--- config.mk ---
export PLATFORM = sky130hd
export DESIGN_NAME = plac_div
export DESIGN_NICKNAME = d
export VERILOG_FILES = /design/src/sv/plac_pkg.sv /design/src/sv/plac_div.sv
export SDC_FILE = /design/constraint.sdc
export NUM_CORES = 2
export LEC_CHECK = 0
export BUFFER_PORTS_ARGS = -buffer_cell sky130_fd_sc_hd__buf_2
export CORE_AREA = 5 5 769 771
export DETAILED_ROUTE_END_ITERATION = 6
export DIE_AREA = 0 0 774 776
export PLACE_DENSITY = 0.59
export REMOVE_ABC_BUFFERS = 1
export SKIP_LAST_GASP = 1
export SLEW_MARGIN = 20
export SYNTH_ARGS = -nofsm -noshare
export SYNTH_HDL_FRONTEND = slang
export SYNTH_MEMORY_MAX_BITS = 65536
export SYNTH_SLANG_ARGS = --single-unit
--- constraint.sdc ---
create_clock -name aclk -period 13.6 [get_ports aclk]
set_clock_uncertainty 0.2 [all_clocks]
set_input_delay 2.72 -clock aclk [delete_from_list [all_inputs] [get_ports aclk]]
set_output_delay 2.72 -clock aclk [all_outputs]
set_load 0.005 [all_outputs]
--- src/sv/plac_pkg.sv ---
`timescale 1ns / 1ps

package plac_pkg;

    // defaults for the top level parameters
    localparam int FRAC_BITS_DEF   = 16;
    localparam int NUM_CLASSES_DEF = 16;

    // fixed-point constants in q24
    localparam logic [24:0] LOG2E_Q24 = 25'd24204406;
    localparam logic [23:0] LN2_Q24   = 24'd11629080;
    localparam logic [25:0] ONE_Q24   = 26'h100_0000;

    // reciprocal pipeline: stages and quotient bits per stage
    localparam int DIV_STAGES = 5;
    localparam int DIV_STEPS  = 5;

    typedef enum logic [2:0] {
        MODE_SQUARED   = 3'd0,
        MODE_HINGE     = 3'd1,
        MODE_LOGISTIC  = 3'd2,
        MODE_WLOGISTIC = 3'd3,
        MODE_EXP       = 3'd4
    } loss_mode_t;

    typedef enum logic [1:0] {
        CFG_LOSS_MODE = 2'd0,
        CFG_PAIR_MODE = 2'd1,
        CFG_TOLERANCE = 2'd2
    } cfg_index_t;

    // everything one item carries down the pipeline
    typedef struct packed {
        logic signed [31:0] s;
        logic signed [31:0] t;
        logic [3:0]         cls;
        logic               hc;
        loss_mode_t         mode;
        logic               correct;
        logic               pos;
        logic               zneg;
        logic               zpos;
        logic [31:0]        az;
        logic [31:0]        w;
        logic [56:0]        prod;
        logic [63:0]        sq;
        logic signed [32:0] q;
        logic signed [32:0] h;
        logic [25:0]        base1;
        logic [25:0]        base2;
        logic [42:0]        dp1;
        logic [42:0]        dp2;
        logic signed [9:0]  e1;
        logic signed [9:0]  e2;
        logic [32:0]        expv;
        logic [24:0]        en;
        logic [25:0]        den;
        logic [24:0]        lbase;
        logic [42:0]        ldp;
        logic [48:0]        lp;
        logic [30:0]        spl;
        logic [25:0]        rem;
        logic [24:0]        quo;
        logic [24:0]        g;
        logic [62:0]        ml;
        logic [56:0]        mg;
        logic [30:0]        loss;
        logic signed [31:0] grad;
    } item_t;

    // 2^(i/8) in q24
    function automatic logic [25:0] pow2_tab(input logic [3:0] idx);
        logic [25:0] v;
        case (idx)
            4'd0: v = 26'd16777216;
            4'd1: v = 26'd18295684;
            4'd2: v = 26'd19951585;
            4'd3: v = 26'd21757357;
            4'd4: v = 26'd23726566;
            4'd5: v = 26'd25874004;
            4'd6: v = 26'd28215802;
            4'd7: v = 26'd30769550;
            4'd8: v = 26'd33554432;
            default: v = 26'd0;
        endcase
        return v;
    endfunction

    // log2(1 + i/8) in q24
    function automatic logic [24:0] log2_tab(input logic [3:0] idx);
        logic [24:0] v;
        case (idx)
            4'd0: v = 25'd0;
            4'd1: v = 25'd2850868;
            4'd2: v = 25'd5401057;
            4'd3: v = 25'd7707984;
            4'd4: v = 25'd9814042;
            4'd5: v = 25'd11751428;
            4'd6: v = 25'd13545168;
            4'd7: v = 25'd15215099;
            4'd8: v = 25'd16777216;
            default: v = 25'd0;
        endcase
        return v;
    endfunction

endpackage

--- src/sv/plac_div.sv ---
`timescale 1ns / 1ps

module plac_div (
    input  logic            aclk,
    input  logic            aresetn,
    input  logic            advance,
    input  logic            in_valid,
    input  plac_pkg::item_t in_item,
    output plac_pkg::item_t out_item,
    output logic            out_valid
);
    import plac_pkg::*;

    // restoring division of 2^48 by den, DIV_STEPS quotient bits per stage
    item_t div_reg [DIV_STAGES];
    item_t div_next [DIV_STAGES];
    logic [DIV_STAGES-1:0] v_reg;

    always_comb begin
        for (int k = 0; k < DIV_STAGES; k++) begin
            if (k == 0) begin
                div_next[k] = in_item;
                div_next[k].rem = ONE_Q24;
                div_next[k].quo = '0;
            end else begin
                div_next[k] = div_reg[k-1];
            end
            for (int j = 0; j < DIV_STEPS; j++) begin
                if (div_next[k].rem >= div_next[k].den) begin
                    div_next[k].rem = div_next[k].rem - div_next[k].den;
                    div_next[k].quo = {div_next[k].quo[23:0], 1'b1};
                end else begin
                    div_next[k].quo = {div_next[k].quo[23:0], 1'b0};
                end
                div_next[k].rem = {div_next[k].rem[24:0], 1'b0};
            end
        end
    end

    always_ff @(posedge aclk) begin
        if (advance) begin
            for (int k = 0; k < DIV_STAGES; k++) begin
                div_reg[k] <= div_next[k];
            end
        end
    end

    always_ff @(posedge aclk) begin
        if (!aresetn) begin
            v_reg <= '0;
        end else if (advance) begin
            v_reg <= {v_reg[DIV_STAGES-2:0], in_valid};
        end
    end

    assign out_item  = div_reg[DIV_STAGES-1];
    assign out_valid = v_reg[DIV_STAGES-1];

endmodule

Word level (Yosys, flattened, before mapping)
Memories as Yosys holds them, arrays and structs flattened.
Index checks and enable logic that the tools add are counted.

operators by class
  $add $sub $neg = 25
  magnitude comparators = 25
  mux-type cells = 52

operators by type and width
  cell                                                                 count
  2-to-1 mux 25 bit                                                    25
  greater-or-equal comparator 26 bit                                   24
  subtractor 25 bit                                                    24
  2-to-1 mux 1 bit                                                     27
  greater-or-equal comparator 25 x 26 -> 1 bit (first input constant)  1
  subtractor 25 bit (first input constant)                             1

storage, ports and cells
  bits in registers = 5
  bits in writable memories = 4875
  input port bits = 980
  output and inout port bits = 977
  word-level logic and storage cells = 104
  memories = 1

memories
  memory   depth  width  rd ports  clocked after Yosys merged registers in  wr ports  line            RTL
  div_reg  5      975    5         0                                        5         plac_div.sv:15  item_t div_reg [DIV_STAGES];

Depth between registers and ports, before layout
An unclocked memory read counts as a cell.

  word-level depth = 11
  depth in mapped cells = 65
  gate-level depth less buffers = 55

Worst setup path before layout
No wires, ideal clock.

  kind = in2reg
  start = input port in_item[407] in the netlist's numbering
  end = memory div_reg[0][246] in the netlist's numbering, data pin
  library setup time = 0.260 ns
  data arrival time = 14.320 ns
  data required time = 13.140 ns
  slack = -1.180 ns
  stages on the path = 52
  buffers on the path = 9
  cell sequence = clkbuf_1 -> clkinv_1 -> ha_1 -> or3b_2 -> nor2_1 -> a41oi_1 -> or2_1 -> buf_2 -> buf_2 -> nor2_1 -> ha_1 -> clkbuf_1 -> nand2_1 -> o21ai_0 -> a211oi_1 -> o31a_1 -> a211oi_1 -> nor2_1 -> [16 not listed] -> nor3b_1 -> o21ai_0 -> nand3b_1 -> a211oi_1 -> or2_2 -> buf_2 -> clkinv_1 -> buf_1 -> mux2_2 -> ha_1 -> nand3_1 -> a211oi_1 -> o211ai_1 -> o221ai_1 -> o211ai_1 -> a31oi_1 -> clkbuf_1 -> mux2_2

RTL lines
  what             line            RTL
  start, declared  plac_div.sv:8   input plac_pkg::item_t in_item,
  end, declared    plac_div.sv:15

==> impl_metrics.env <==
export IMPL_ys_seq_area_share_pct=76.4
export IMPL_dp_cells=21800
export IMPL_grt_pass1_vias=99400
export IMPL_cts_tree="done"
export IMPL_slowest_stage="or3b_2"
export IMPL_syn_inst=11200
export IMPL_violations="antenna violations"
export IMPL_drive_gt1_share_pct=34.1
export IMPL_synth_edf_count=4825
export IMPL_antenna_found_initial=404
export IMPL_fin_cells=22800
export IMPL_crit_path_max_fanout=10
export IMPL_tns_ns=0
export IMPL_critical_path_most_common_cell="buf_4"
export IMPL_synth_warnings=0
export IMPL_grt_max_degree=195
export IMPL_synth_distinct_cells=97
export IMPL_cp_end_kind="flip-flop"
export IMPL_dieArea_sq_um=601000
export IMPL_wl_per_cell_um=22.4
export IMPL_synth_ff_type="edfxtp_1"
export IMPL_hold_viol_final=0
export IMPL_start_kind="primary input"
export IMPL_portBuffers=1904
export IMPL_clk_latency_ns=0.99
export IMPL_maxCapViolCount=0
export IMPL_clock_path_buffers=4
export IMPL_path_class="primary input to flip-flop"
export IMPL_grt_pass1_wl_um=709000
export IMPL_root_buffer="clkbuf_16"
export IMPL_fmax_mhz=76.4
export IMPL_rows=281
export IMPL_numCtsBuffers=481
export IMPL_syn_cell_area_sq_um=190000
export IMPL_via_per_inst=4.55
export IMPL_hold_slack_ns=0.150
export IMPL_core_sq_um=584000
export IMPL_relSlewSlack_pct=26.5
export IMPL_outcome="complete, but fails checks"
export IMPL_routed_wl_um=511000
export IMPL_gr_total_overflow=0
export IMPL_cpPeakStageDelay_ns=0.47
export IMPL_ctsHoldBuffers=0
export IMPL_register_area_sq_um=145000
export IMPL_drt_iter0_drc=8102
export IMPL_setup_viol=0
export IMPL_max_slew_worst_pin_slew_ns=1.10
export IMPL_async_flop_share_pct=0
export IMPL_h_tree_depth=5
export IMPL_clock_sinks=4830
export IMPL_dieWidth_um=774
export IMPL_period_minus_slack_ns=13.09
export IMPL_drt_pass1_iterations=5
export IMPL_required_ns=14.11
export IMPL_worstPathArrival_ns=13.61
export IMPL_synth_seq_cells=4830
export IMPL_drv_slew=0
export IMPL_avgSynthCellArea_sq_um=17.0
export IMPL_drtAntennaViolNets=1
export IMPL_gp_congestion=0.889
export IMPL_largest_register_ffs=4825
export IMPL_initial_utilization_pct=32.5
export IMPL_clk_pin_slew_ns=0.06
export IMPL_drc=0
export IMPL_area_growth_pct=22.8
export IMPL_hold_class="flip-flop to flip-flop"
export IMPL_fillers=53500
export IMPL_ios=1957
export IMPL_vias=104000
export IMPL_multi_input_area_sq_um=36200
export IMPL_rsz0062_at_grt="true"
export IMPL_dp_hpwl_um=399000
export IMPL_fin_crit_sh_pct=96.3
export IMPL_grtUsageTotal_pct=16.3
export IMPL_die_y_um=776
export IMPL_num_nets_final=16100
==> per-layer routing <==
metal	up-vias	GRT usage, %	part of all wire [%]
met5	-	0	0.011
met4	8	4.20	3.3
met3	1125	2.91	6.2
met2	3283	25.7	45
met1	50500	23.2	45
li1	48700	-	-
==> cell usage in the layout (no fill, tap or decap), drive strengths merged, types with 19 or more instances in the layout <==
master	count
a211o	19
a211oi	77
a21boi	28
a21o	249
a21oi	525
a22oi	19
a31oi	91
and2	46
and3	81
and4	26
buf	3948
bufinv	35
clkbuf	589
clkinv	229
diode	78
edfxtp	4825
ha	606
inv	345
mux2	265
mux2i	60
nand2	432
nand2b	59
nand3	114
nand4	71
nor2	429
nor2b	82
nor3	116
nor4	25
o211ai	68
o21a	116
o21ai	336
o21bai	66
o221ai	19
o31a	30
o31ai	58
or2	41
or3	36
xnor2	328
xor2	138
==> cells in the mapped netlist, types with 40 or more instances <==
master / count / area [sq um]
clkbuf_1: 108 / 405
nand3_1: 114 / 571
xor2_1: 138 / 1210
mux2_2: 262 / 2950
and3_1: 81 / 507
nor2b_1: 82 / 513
o21a_1: 116 / 871
a21oi_1: 523 / 2620
and2_1: 46 / 288
buf_4: 979 / 7350
a21o_1: 249 / 1870
nand4_1: 71 / 444
or2_2: 40 / 250
a31oi_1: 91 / 569
edfxtp_1: 4825 / 145000
o211ai_1: 68 / 510
o21ai_0: 324 / 1620
a211oi_1: 74 / 556
o21bai_1: 64 / 480
nand2b_1: 59 / 369
nand2_1: 432 / 1620
xnor2_1: 328 / 2870
inv_1: 312 / 1170
nor3_1: 116 / 581
ha_1: 606 / 7580
nor2_1: 429 / 1610
mux2i_1: 60 / 601
o31ai_1: 52 / 390
==> worst max-delay path, delay by kind of cell <==
kind	cells	cell delay, ns
fa+ha+maj	5	1.33
buf+inv	14	1.77
mux	2	0.67
compound gates	19	3.71
simple gates	14	3.40
==> layout make-up <==
type	instances	area share, %
Sequential cell	4830	62.2
Multi-Input combinational cell	4910	15.5
Timing Repair Buffer	3949	10.9
Clock buffer	588	5.34
Tap cell	7782	4.18
Clock inverter	301	1.26
Inverter	324	0.525
Antenna cell	78	0.0837
==> path summary, 6_finish.rpt <==
check        depth (start not counted)  slack (ns)          endpoint             start
max                                 54        0.51   div_reg[0][237]      in_item[408]
min                                  0        0.15  div_reg[0][4833]  div_reg[0][3858]
min reg2reg                          0        0.15  div_reg[0][4833]  div_reg[0][3858]
max reg2reg                         57        0.53  div_reg[0][2205]  div_reg[0][1382]
==> per-stage QoR <==
| stage | util, % | cell area, sq um | worst slack, ns |
|---|---|---|---|
| 3_5_place_dp | 37.2 | 217000 | -0.861 |
| 5_1_grt | 39.9 | 233000 | -0.105 |
| 6_report | 39.9 | 233000 | 0.506 |
| 4_1_cts | 39.8 | 232000 | 0.00961 |
| 2_1_floorplan | - | 182000 | -2.86 |
| 3_3_place_gp | 37.2 | 217000 | -0.790 |
==> timing repair <==
action	in CTS	in global routing
endpoints found under the setup margin	49	130
pin swaps	5	28
buffers inserted	0	14
resized for setup	18	107
cloned	0	2
endpoints found under the hold margin	0	0
==> cell families after synthesis <==
family                     synth area share [%]
buffers and inverters                      4.82
AOI/OAI and AO/OA                          6.58
muxes                                      1.89
adders and majority gates                  4.04
DFF                                        76.4
xor gates and xnor gates                   2.15
other                                   0.00198
and+or+nand+nor                            4.12
Power is left out: the tool's default activity adds up to more than one toggle a clock period on the data nets, which glitch-free logic cannot reach.
