## src/sv/plac_pkg.sv

```systemverilog
`timescale 1ns / 1ps

package plac_pkg;

    // defaults for the top level parameters
    localparam int FRAC_BITS_DEF   = 16;
    localparam int NUM_CLASSES_DEF = 16;

    // fixed-point constants in q24
    localparam logic [24:0] LOG2E_Q24 = 25'd24204406;
    localparam logic [23:0] LN2_Q24   = 24'd11629080;
    localparam logic [25:0] ONE_Q24   = 26'h100_0000;

    // reciprocal pipeline: stages and quotient bits per stage
    localparam int DIV_STAGES = 5;
    localparam int DIV_STEPS  = 5;

    typedef enum logic [2:0] {
        MODE_SQUARED   = 3'd0,
        MODE_HINGE     = 3'd1,
        MODE_LOGISTIC  = 3'd2,
        MODE_WLOGISTIC = 3'd3,
        MODE_EXP       = 3'd4
    } loss_mode_t;

    typedef enum logic [1:0] {
        CFG_LOSS_MODE = 2'd0,
        CFG_PAIR_MODE = 2'd1,
        CFG_TOLERANCE = 2'd2
    } cfg_index_t;

    // everything one item carries down the pipeline
    typedef struct packed {
        logic signed [31:0] s;
        logic signed [31:0] t;
        logic [3:0]         cls;
        logic               hc;
        loss_mode_t         mode;
        logic               correct;
        logic               pos;
        logic               zneg;
        logic               zpos;
        logic [31:0]        az;
        logic [31:0]        w;
        logic [56:0]        prod;
        logic [63:0]        sq;
        logic signed [32:0] q;
        logic signed [32:0] h;
        logic [25:0]        base1;
        logic [25:0]        base2;
        logic [42:0]        dp1;
        logic [42:0]        dp2;
        logic signed [9:0]  e1;
        logic signed [9:0]  e2;
        logic [32:0]        expv;
        logic [24:0]        en;
        logic [25:0]        den;
        logic [24:0]        lbase;
        logic [42:0]        ldp;
        logic [48:0]        lp;
        logic [30:0]        spl;
        logic [25:0]        rem;
        logic [24:0]        quo;
        logic [24:0]        g;
        logic [62:0]        ml;
        logic [56:0]        mg;
        logic [30:0]        loss;
        logic signed [31:0] grad;
    } item_t;

    // 2^(i/8) in q24
    function automatic logic [25:0] pow2_tab(input logic [3:0] idx);
        logic [25:0] v;
        case (idx)
            4'd0: v = 26'd16777216;
            4'd1: v = 26'd18295684;
            4'd2: v = 26'd19951585;
            4'd3: v = 26'd21757357;
            4'd4: v = 26'd23726566;
            4'd5: v = 26'd25874004;
            4'd6: v = 26'd28215802;
            4'd7: v = 26'd30769550;
            4'd8: v = 26'd33554432;
            default: v = 26'd0;
        endcase
        return v;
    endfunction

    // log2(1 + i/8) in q24
    function automatic logic [24:0] log2_tab(input logic [3:0] idx);
        logic [24:0] v;
        case (idx)
            4'd0: v = 25'd0;
            4'd1: v = 25'd2850868;
            4'd2: v = 25'd5401057;
            4'd3: v = 25'd7707984;
            4'd4: v = 25'd9814042;
            4'd5: v = 25'd11751428;
            4'd6: v = 25'd13545168;
            4'd7: v = 25'd15215099;
            4'd8: v = 25'd16777216;
            default: v = 25'd0;
        endcase
        return v;
    endfunction

endpackage

```

## src/sv/plac_stats.sv

```systemverilog
`timescale 1ns / 1ps

module plac_stats #(
    parameter int NUM_CLASSES = plac_pkg::NUM_CLASSES_DEF
) (
    input  logic               aclk,
    input  logic               aresetn,
    input  logic               advance,
    input  logic               in_valid,
    input  plac_pkg::item_t    in_item,
    output logic               m_valid,
    output logic [30:0]        m_loss,
    output logic signed [31:0] m_gradient,
    output logic               m_is_correct,
    output logic [46:0]        m_total_loss_sum,
    output logic [31:0]        m_total_correct_count,
    output logic [31:0]        m_total_frame_count
);
    import plac_pkg::*;

    // only sixteen classes can be addressed by the class field
    localparam int CLS_DEPTH = (NUM_CLASSES < 16) ? NUM_CLASSES : 16;
    localparam int CIDX_W = (CLS_DEPTH > 1) ? $clog2(CLS_DEPTH) : 1;
    localparam logic [46:0] SUM_MAX = '1;
    localparam logic [31:0] CNT_MAX = '1;

    logic [31:0] all_frames_reg, all_frames_next;
    logic [31:0] all_correct_reg, all_correct_next;
    logic [46:0] all_loss_sum_reg, all_loss_sum_next;
    logic [31:0] class_frames_reg [CLS_DEPTH];
    logic [31:0] class_correct_reg [CLS_DEPTH];
    logic [46:0] class_loss_sum_reg [CLS_DEPTH];
    logic [47:0] sum_wide, csum_wide;
    logic        fire, cls_hit;
    logic [CIDX_W-1:0] ci;

    logic               m_valid_reg;
    logic [30:0]        m_loss_reg;
    logic signed [31:0] m_gradient_reg;
    logic               m_is_correct_reg;

    assign fire    = in_valid && advance;
    assign cls_hit = in_item.hc && (int'(in_item.cls) < NUM_CLASSES);
    assign ci      = in_item.cls[CIDX_W-1:0];

    // saturating totals
    always_comb begin
        sum_wide = {1'b0, all_loss_sum_reg} + 48'(in_item.loss);
        all_loss_sum_next = (sum_wide > 48'(SUM_MAX)) ? SUM_MAX : sum_wide[46:0];
        all_frames_next = (all_frames_reg == CNT_MAX) ? CNT_MAX : all_frames_reg + 32'd1;
        all_correct_next = all_correct_reg;
        if (in_item.correct && all_correct_reg != CNT_MAX) begin
            all_correct_next = all_correct_reg + 32'd1;
        end
        csum_wide = {1'b0, class_loss_sum_reg[ci]} + 48'(in_item.loss);
    end

    always_ff @(posedge aclk) begin
        if (!aresetn) begin
            all_frames_reg   <= '0;
            all_correct_reg  <= '0;
            all_loss_sum_reg <= '0;
            for (int i = 0; i < CLS_DEPTH; i++) begin
                class_frames_reg[i]   <= '0;
                class_correct_reg[i]  <= '0;
                class_loss_sum_reg[i] <= '0;
            end
        end else if (fire) begin
            all_frames_reg   <= all_frames_next;
            all_correct_reg  <= all_correct_next;
            all_loss_sum_reg <= all_loss_sum_next;
            // per-class update of the one selected entry
            if (cls_hit) begin
                if (class_frames_reg[ci] != CNT_MAX) begin
                    class_frames_reg[ci] <= class_frames_reg[ci] + 32'd1;
                end
                if (in_item.correct && class_correct_reg[ci] != CNT_MAX) begin
                    class_correct_reg[ci] <= class_correct_reg[ci] + 32'd1;
                end
                class_loss_sum_reg[ci] <= (csum_wide > 48'(SUM_MAX)) ? SUM_MAX
                                                                     : csum_wide[46:0];
            end
        end
    end

    // output register
    always_ff @(posedge aclk) begin
        if (!aresetn) begin
            m_valid_reg <= 1'b0;
        end else if (advance) begin
            m_valid_reg <= in_valid;
        end
    end

    always_ff @(posedge aclk) begin
        if (advance) begin
            m_loss_reg       <= in_item.loss;
            m_gradient_reg   <= in_item.grad;
            m_is_correct_reg <= in_item.correct;
        end
    end

    assign m_valid               = m_valid_reg;
    assign m_loss                = m_loss_reg;
    assign m_gradient            = m_gradient_reg;
    assign m_is_correct          = m_is_correct_reg;
    assign m_total_loss_sum      = all_loss_sum_reg;
    assign m_total_correct_count = all_correct_reg;
    assign m_total_frame_count   = all_frames_reg;

`ifndef SYNTHESIS
    a_correct_le_frames: assert property (@(posedge aclk) disable iff (!aresetn)
        all_correct_reg <= all_frames_reg)
        else $error("correct count above frame count");

    a_fire_gives_result: assert property (@(posedge aclk) disable iff (!aresetn)
        fire |=> m_valid_reg)
        else $error("accepted item produced no result");

    a_frame_step: assert property (@(posedge aclk) disable iff (!aresetn)
        fire && all_frames_reg != CNT_MAX |=> all_frames_reg == $past(all_frames_reg) + 32'd1)
        else $error("frame count did not step");

    a_sum_hold: assert property (@(posedge aclk) disable iff (!aresetn)
        !fire |=> $stable(all_loss_sum_reg) && $stable(all_frames_reg))
        else $error("totals changed without an item");
`endif

endmodule

```

## config.mk

```make
export PLATFORM = sky130hd
export DESIGN_NAME = plac_stats
export DESIGN_NICKNAME = d
export VERILOG_FILES = /design/src/sv/plac_pkg.sv /design/src/sv/plac_stats.sv
export SDC_FILE = /design/constraint.sdc
export NUM_CORES = 1
export LEC_CHECK = 0
export BUFFER_PORTS_ARGS = -buffer_cell sky130_fd_sc_hd__buf_2
export CAP_MARGIN = 20
export CORE_AREA = 4 4 443 445
export CTS_CLUSTER_SIZE = 40
export DETAILED_ROUTE_END_ITERATION = 16
export DIE_AREA = 0 0 447 449
export GPL_ROUTABILITY_DRIVEN = 0
export SLEW_MARGIN = 20
export SYNTH_ARGS = -nofsm -noshare
export SYNTH_HDL_FRONTEND = slang
export SYNTH_SLANG_ARGS = --single-unit
```

## constraint.sdc

```tcl
create_clock -name aclk -period 3.6 [get_ports aclk]
set_clock_uncertainty 0.15 [all_clocks]
set_input_delay 0.72 -clock aclk [delete_from_list [all_inputs] [get_ports aclk]]
set_output_delay 0.72 -clock aclk [all_outputs]
set_load 0.1 [all_outputs]
```

=== After elaboration in Yosys (flattened, before gate mapping) ===
Cells that the tools add are included.

* $lt $le $gt $ge: 1
* Reduce and logical (&&, ||, !) cells: 3
* Add/subtract/negate cells: 3
* Multiplexer cells: 2
* Equality and inequality tests: 2

{| class="wikitable"
|+ Operators by type and width
! cell !! number
|-
| adder 32 x 1 -> 32 bit (second input constant) || 2
|-
| adder 47 x 31 -> 48 bit || 1
|-
| greater-than comparator 48 x 47 -> 1 bit (second input constant) || 1
|-
| 2-to-1 mux 47 bit || 1
|-
| equality test 32 bit (second input constant) || 1
|-
| 2-to-1 mux 32 bit || 1
|-
| != test 32 bit (second input constant) || 1
|-
| logical AND 1 bit || 2
|-
| AND reduction 2 bit || 1
|}

* Logic and storage cells: 18
* Input bits: 980
* Register bits: 176
* Output and inout bits: 176

=== Longest topological paths before layout ===
Gate-level depths: netlist of run 1.

* Depth in word-level cells: 3
* Depth in mapped cells: 12
* Gate-level depth less buffers: 12

=== Worst setup path after synthesis of run 1 ===
OpenSTA, ideal clock, no wires.

* Path kind: register -> register
* From: register all_loss_sum_reg[0], in the netlist m_total_loss_sum[0]
* To: register all_loss_sum_reg[42], in the netlist m_total_loss_sum[42]
* Setup slack: 0.077 ns
* Stages on the path, launching flop included: 13
* Arrival: 3.297 ns
* Library setup time: 0.076 ns
* Buffers on the path: 0
* Path through: dfxtp_1 ha_1 inv_1 fa_1 nor2b_1 o21a_1 o2111ai_1 a211oi_2 o2111ai_2 a211oi_4 o21ai_2 mux2i_1 nor3_2

* Longest elaborated chain between the ends: 3

{| class="wikitable"
|+ Ends and longest elaborated chain
! what !! RTL line !! source
|-
| from (decl) || plac_stats.sv:29 || <nowiki>logic [46:0] all_loss_sum_reg, all_loss_sum_next;</nowiki>
|-
| from (signal assigned) || plac_stats.sv:71 || <nowiki>all_loss_sum_reg <= all_loss_sum_next;</nowiki>
|-
| adder 47 x 31 -> 48 bit (*) || plac_stats.sv:48 || <nowiki>sum_wide = {1'b0, all_loss_sum_reg} + 48'(in_item.loss);</nowiki>
|-
| greater-than comparator 48 x 47 -> 1 bit || plac_stats.sv:49 || <nowiki>all_loss_sum_next = (sum_wide > 48'(SUM_MAX)) ? SUM_MAX : sum_wide[46:0];</nowiki>
|-
| 2-to-1 mux 47 bit (*) || plac_stats.sv:49 ||
|}

Mark *: on every way between the ends. The rest lies on a longest branch, timed or not.
A chain may end at the register's enable or synchronous reset.

=== Worst setup path after layout of run 1 ===
Ends and elaborated chain as after synthesis.

==> reports/qor.csv, run 1 <==
metric,value,unit
synth_warnings,0,
fmax,312,MHz
synth_area,0.00845,mm2
grt_overflow,0,
wire_per_inst,12.6,um
crit_required,3.81,ns
grt_pass1_vias,7105,
largest_reg_flops,47,
ys_ff_latch,176,
rsz0062_at_grt,false,
cts.htree.levels,4,
synth.cells.most_frequent,"dfxtp_1 (112), a21oi_1 (97), edfxtp_1 (64)",
crit_type,reg -> reg,
cts-root-buf,clkbuf_16,
syn_nets,1863,
io_buffers,243,
clk_path_buf_depth,2,
cp_max_fo,6,
dr.pass1.iters,5,
drt_iter0_drc,435,
hold_class,in -> reg,
core,0.192,mm2
dieArea,0.201,mm2
detailed_place_hpwl,38900,um
placedInstanceArea,0.0129,mm2
period_share,88.9,%
cts_setup_buffers,0,
timing.slew.headroom,40.2,%
maxCapViolCount,0,
cp_top_family,compound AO/OA/AOI/OAI gates,
grt_usage,4.53,%
numCtsBuffers,17,
worstMarginPinSlew,0.897,ns
async_reset_ff_share,0,%
synth_edf_count,64,
ys_seq_area_share,49.3,%
worstPathArrival,3.42,ns
ios,1156,
cp_num_buf_inv,1,
report.final.setup_viol,0,
grt_pass1_wl,60700,um
area_delta_synth_final,60.5,%
synth_cell_types,65,
wl,46000,um
crit_path_max_incr_delay,0.40,ns
route.antenna.remaining_nets,0,
peakVddDrop,0.264,mV
cp-start-kind,flop,
rows,161,
postCtsHoldBufs,0,
path_cells,ha_1 > inv_1 > fa_1 > nor2b_1 > o21a_1 > o2111ai_1 > a211oi_2 > o2111ai_2 > a211oi_4 > o21ai_2 > mux2i_1 > nor3_2,
cp_slowest_cell,fa_1,
power_density,412,mW/mm2
status,finished clean,
fp.dieH,449,um
synth.largest_area_cell,dfxtp_1,
synth_flop_cell,dfxtp_1,
netlist_instances,849,
grt_max_degree,69,
final_area,0.0136,mm2
p_leak,4.62,nW
syn_area_per_cell,9.95,um2
clock_sink_count,176,
total_power,0.00558,W
die_w,447,um
synthTopCellsByArea,"dfxtp_1 (27%), edfxtp_1 (23%), a21oi_1 (5.7%), ha_1 (4.9%), xor2_1 (4.7%)",
start_util,4.39,%
yosysMostFrequentCell,dfxtp_1,
period_needed,3.20,ns
place_ws,-0.0769,ns
vias,7557,
hold_viol,0,
layout.nets,2113,
timing.final.ws_setup,0.399,ns
cts-resized-gates,0,
antenna_found_initial,35,
drive_above_1_share,30.3,%
critPathCaptureType,flop,
clk_latency,0.49,ns
drc,0,
yosys.area.top_type_share,26.5,%
routed_via_density,2.07,
cts_tree,built,
path_clk_slew,0.09,ns
slew_viol_final,0,
[cell type report]
class                   count  area, um2
well taps                2526       3160
clock buffers              17        425
inverters                  17       65.1
clock inverters            15        208
diodes                     12       30.0
flip-flops and latches    176       4160
fillers                 22500     179000
repair buffers            269       1440
multi-input cells         618       4060
[power breakdown]
group	leakage [nW]	total [W]	switching (W)	internal (W)
combinational	2.77	0.00133	0.00106	0.000270
clock	0.306	0.00206	0.00109	0.000973
sequential	1.53	0.00219	0.0000393	0.00215
total	4.62	0.00558	0.00218	0.00340
[routing by layer]
layer | up-vias | wire (um) | global-route usage, %
met1 | 3597 | 14300 | 3.81
li1 | 3646 | - | -
met5 | - | 41 | 0
met2 | 206 | 26000 | 8.98
met3 | 102 | 3730 | 1.93
met4 | 6 | 1900 | 2.05
[logic make-up (layout without fill, tap and decap cells)]
kind of cell,after synthesis,in the layout,share of synthesized area (%)
adders and majority gates,34,34,5.13
DFF,176,176,49.3
xor gates and xnor gates,77,77,7.99
other,0,12,0
buffers and inverters,55,318,2.67
AOI/OAI and AO/OA,252,252,19.1
and+or+nand+nor,252,252,15.4
muxes,3,3,0.356
[path summary, 6_finish.rpt]
path                            slack [ns]                                 to                             start  cells past startpoint
worst max-delay path                  0.40  m_total_loss_sum[42]$_SDFFE_PN0P_  m_total_loss_sum[0]$_SDFFE_PN0P_                     12
worst min-delay path                  0.24            m_gradient[7]$_DFFE_PP_                        in_item[7]                      1
worst min register to register        0.33               m_valid$_SDFFE_PN0P_              m_valid$_SDFFE_PN0P_                      2
worst max register to register        0.40  m_total_loss_sum[42]$_SDFFE_PN0P_  m_total_loss_sum[0]$_SDFFE_PN0P_                     12
[metrics by stage]
| step | utilization (%) | std cells | TNS (ns) | hold slack, ns |
|---|---|---|---|---|
| floorplan | - | 849 | 0 | 0.669 |
| global placement | 6.71 | 3606 | -0.0756 | 0.312 |
| detailed placement | 6.71 | 3606 | -0.739 | 0.323 |
| CTS | 7.04 | 3638 | 0 | 0.194 |
| global route | 7.05 | 3649 | 0 | 0.198 |
| finish | 7.05 | 3650 | 0 | 0.244 |
[placed cells by master (no fill, tap or decap), types with 4 or more instances in the layout]
| cell type | synthesis | layout |
|---|---|---|
| a211o_1 | 4 | 4 |
| a211oi_1 | 5 | 5 |
| a21o_1 | 14 | 14 |
| a21oi_1 | 97 | 97 |
| a311oi_1 | 4 | 4 |
| a31oi_1 | 25 | 25 |
| and2_1 | 6 | 5 |
| and3_1 | 19 | 19 |
| and4_1 | 12 | 12 |
| buf_2 | 12 | 242 |
| buf_4 | 1 | 25 |
| clkbuf_16 | 0 | 17 |
| clkinv_8 | 0 | 4 |
| dfxtp_1 | 112 | 112 |
| diode_2 | 0 | 12 |
| edfxtp_1 | 64 | 64 |
| ha_1 | 33 | 33 |
| inv_1 | 17 | 16 |
| inv_12 | 0 | 4 |
| inv_6 | 0 | 4 |
| nand2_1 | 63 | 63 |
| nand2b_1 | 4 | 4 |
| nand3_1 | 28 | 28 |
| nand4_1 | 21 | 21 |
| nor2_1 | 58 | 58 |
| nor3_1 | 11 | 11 |
| o211ai_1 | 4 | 4 |
| o21a_1 | 4 | 4 |
| o21ai_0 | 51 | 51 |
| o21ai_1 | 6 | 5 |
| o21bai_1 | 7 | 7 |
| or3_1 | 11 | 11 |
| xnor2_1 | 32 | 32 |
| xor2_1 | 45 | 45 |
No activity file was read; power rests on OpenSTA's default activity.
==> run 2, diff against run 1 <==
Settings changed: ABC_AREA from default to 1, CORE_AREA 4 4 443 445 to 4 4 452 454, CTS_BUF_LIST from default to sky130_fd_sc_hd__clkbuf_8, DIE_AREA 0 0 447 449 to 0 0 456 458, SLEW_MARGIN 20 to 10.
==> run 2 against run 1 <==
Effect of this change: final area is 14% higher; area after synthesis is 25% higher; critical path depth is 5 higher; combinational power rose by 4%; register-to-register slack improved by 0.43 ns; utilization grew 0.66 points; critical endpoint is now m_total_loss_sum[32]$_SDFFE_PN0P_.
==> reports/qor.csv, run 2 <==
metric,value,unit
synth_cell_types,43,
rows,164,
grt_pass1_vias,10200,
synthAdderAreaFrac,4.11,%
drt_iter0_drc,589,
largest_reg_flops,47,
dr.pass1.iters,5,
drc,0,
top_usage_layer,met2,
cts-resized-gates,0,
synth_warnings,0,
met1_usage,4.87,%
postCtsHoldBufs,0,
grt_overflow,0,
dieArea,0.209,mm2
synth_compound_area_share,8.92,%
drive_above_1_share,19.4,%
start_util,5.28,%
report.final.setup_viol,0,
routed_via_density,2.43,
peakVddDrop,0.188,mV
cts_setup_buffers,0,
slew_viol_final,0,
vias,10700,
layout_commonest_cell,nand2_1,
final.hold.worst_slack,0.180,ns
route.antenna.remaining_nets,0,
cp-start-kind,flop,
critPathCaptureType,flop,
hold_class,in -> reg,
final_util,7.71,%
wire_per_inst,12.9,um
syn_area_per_cell,7.05,um2
syn_nets,2508,
final_area,0.0154,mm2
crit_required,3.89,ns
cts.htree.levels,4,
numCtsBuffers,17,
grt_util_met3,1.73,%
layout.nets,2741,
yosysMostFrequentCell,nand2_1,
cts-root-buf,clkbuf_8,
grt_max_degree,100,
detailed_place_hpwl,48600,um
status,finished clean,
layout_common_cells,"nand2_1 (449), buf_2 (242), inv_1 (181), nor2_1 (180), dfxtp_1 (112)",
synth_flop_cell,dfxtp_1,
maxCapViolCount,0,
synth_xor_area_share,4.99,%
finalSetupTns,0,ns
ys_seq_area_share,39.5,%
rsz0062_at_grt,false,
p_leak,5.79,nW
hold_viol,0,
clk_latency,0.55,ns
fillCellCount,23400,
async_reset_ff_share,0,%
synth_top_family_by_area,simple AND/OR/NAND/NOR gates,
yosys.area.top_type_share,21.3,%
cts_tree,built,
synth.cells.most_frequent,"nand2_1 (449), inv_1 (181), nor2_1 (180)",
path_clk_slew,0.12,ns
synth.largest_area_cell,dfxtp_1,
muxShareOfSynthArea,0,%
ios,1156,
antenna_found_initial,25,
use_met2,10.5,%
grt_pass1_wl,77600,um
cp_max_fo,4,
clk_path_buf_depth,2,
core,0.200,mm2
synth-simple-area-share,33.9,%
period_share,77.0,%
fp.dieH,458,um
period_needed,2.77,ns
ys_ff_latch,176,
area_delta_synth_final,46.2,%
synthTopCellsByArea,"dfxtp_1 (21%), edfxtp_1 (18%), nand2_1 (16%), inv_1 (6.5%), nor2_1 (6.4%)",
placedInstanceArea,0.0150,mm2
clock_sink_count,176,
fmax,361,MHz
die_w,456,um
crit_type,reg -> reg,
netlist_instances,1494,
worstMarginPinSlew,0.761,ns
io_buffers,243,
grt_usage,5.34,%
synth_area,0.0105,mm2
power_density,331,mW/mm2
synth_edf_count,64,
worstPathArrival,3.06,ns
wl,57000,um
timing.slew.headroom,49.6,%
[run 2: changes by cell type in the layout (fill, tap and decap cells not counted), moves of 17 or more]
cell       change
inv_1        +165
nor3_1        +29
buf_4         -20
nand2_1      +386
nand3_1       +50
and3_1        -18
clkbuf_8      +18
nor2_1       +122
clkbuf_16     -17
[run 2: through the flow]
stage	setup WS (ns)	power, W	instances
final	0.829	0.00510	4401
after global routing	0.492	0.00535	4397
after CTS	0.797	0.00523	4396
after detailed placement	0.361	0.00366	4364
after global placement	0.391	0.00366	4364
after floorplan	0.613	0.00328	1494
[run 2: power by group]
group	internal, W	total, W	switching [W]	leakage (nW)
registers	0.00215	0.00222	0.0000650	1.54
logic	0.000258	0.00138	0.00112	4.05
clock network	0.000591	0.00151	0.000915	0.207
[run 2: cell families after synthesis]
logic type / after synthesis
DFF: 176
and+or+nand+nor: 824
adders and majority gates: 34
buffers and inverters: 225
xor gates and xnor gates: 60
AOI/OAI and AO/OA: 175
[run 2: path summary, 6_finish.rpt]
path | end | depth (start not counted) | slack [ns] | start
worst max-delay path | m_total_loss_sum[32]$_SDFFE_PN0P_ | 17 | 0.83 | m_total_loss_sum[0]$_SDFFE_PN0P_
worst min-delay path | m_gradient[23]$_DFFE_PP_ | 1 | 0.18 | in_item[23]
worst max register to register | m_total_loss_sum[32]$_SDFFE_PN0P_ | 17 | 0.83 | m_total_loss_sum[0]$_SDFFE_PN0P_
worst min register to register | m_valid$_SDFFE_PN0P_ | 2 | 0.33 | m_valid$_SDFFE_PN0P_
[run 2: worst max-delay path, cell delays in order (launching register included)]
cell and delay (ns):
dfxtp_1 0.42, ha_1 0.24, inv_1 0.07, fa_1 0.40
inv_1 0.12, nand3_1 0.07, nand3_1 0.17, nand2_1 0.07
nand2_1 0.12, nand2_1 0.07, nand2_1 0.18, nand3_1 0.10
nand2_1 0.18, nand2_1 0.07, nand2_1 0.09, nand3_2 0.06
nand2_1 0.06, inv_1 0.04
[run 2: per-layer routing]
metal	vias up	share of wire (%)
li1	5273	-
met1	4934	32
met2	347	55
met3	120	7.5
met4	6	4.9
met5	-	0.061
[run 2: final cells by class]
cell class | instances | area (um2) | share of cell area, %
timing repair buffer | 251 | 1330 | 8.63
inverter | 188 | 706 | 4.58
multi-input combinational | 1093 | 5470 | 35.5
clock inverter | 14 | 145 | 0.943
tap | 2656 | 3320 | 21.6
antenna | 5 | 12.5 | 0.0813
clock buffer | 18 | 248 | 1.61
sequential | 176 | 4160 | 27.0
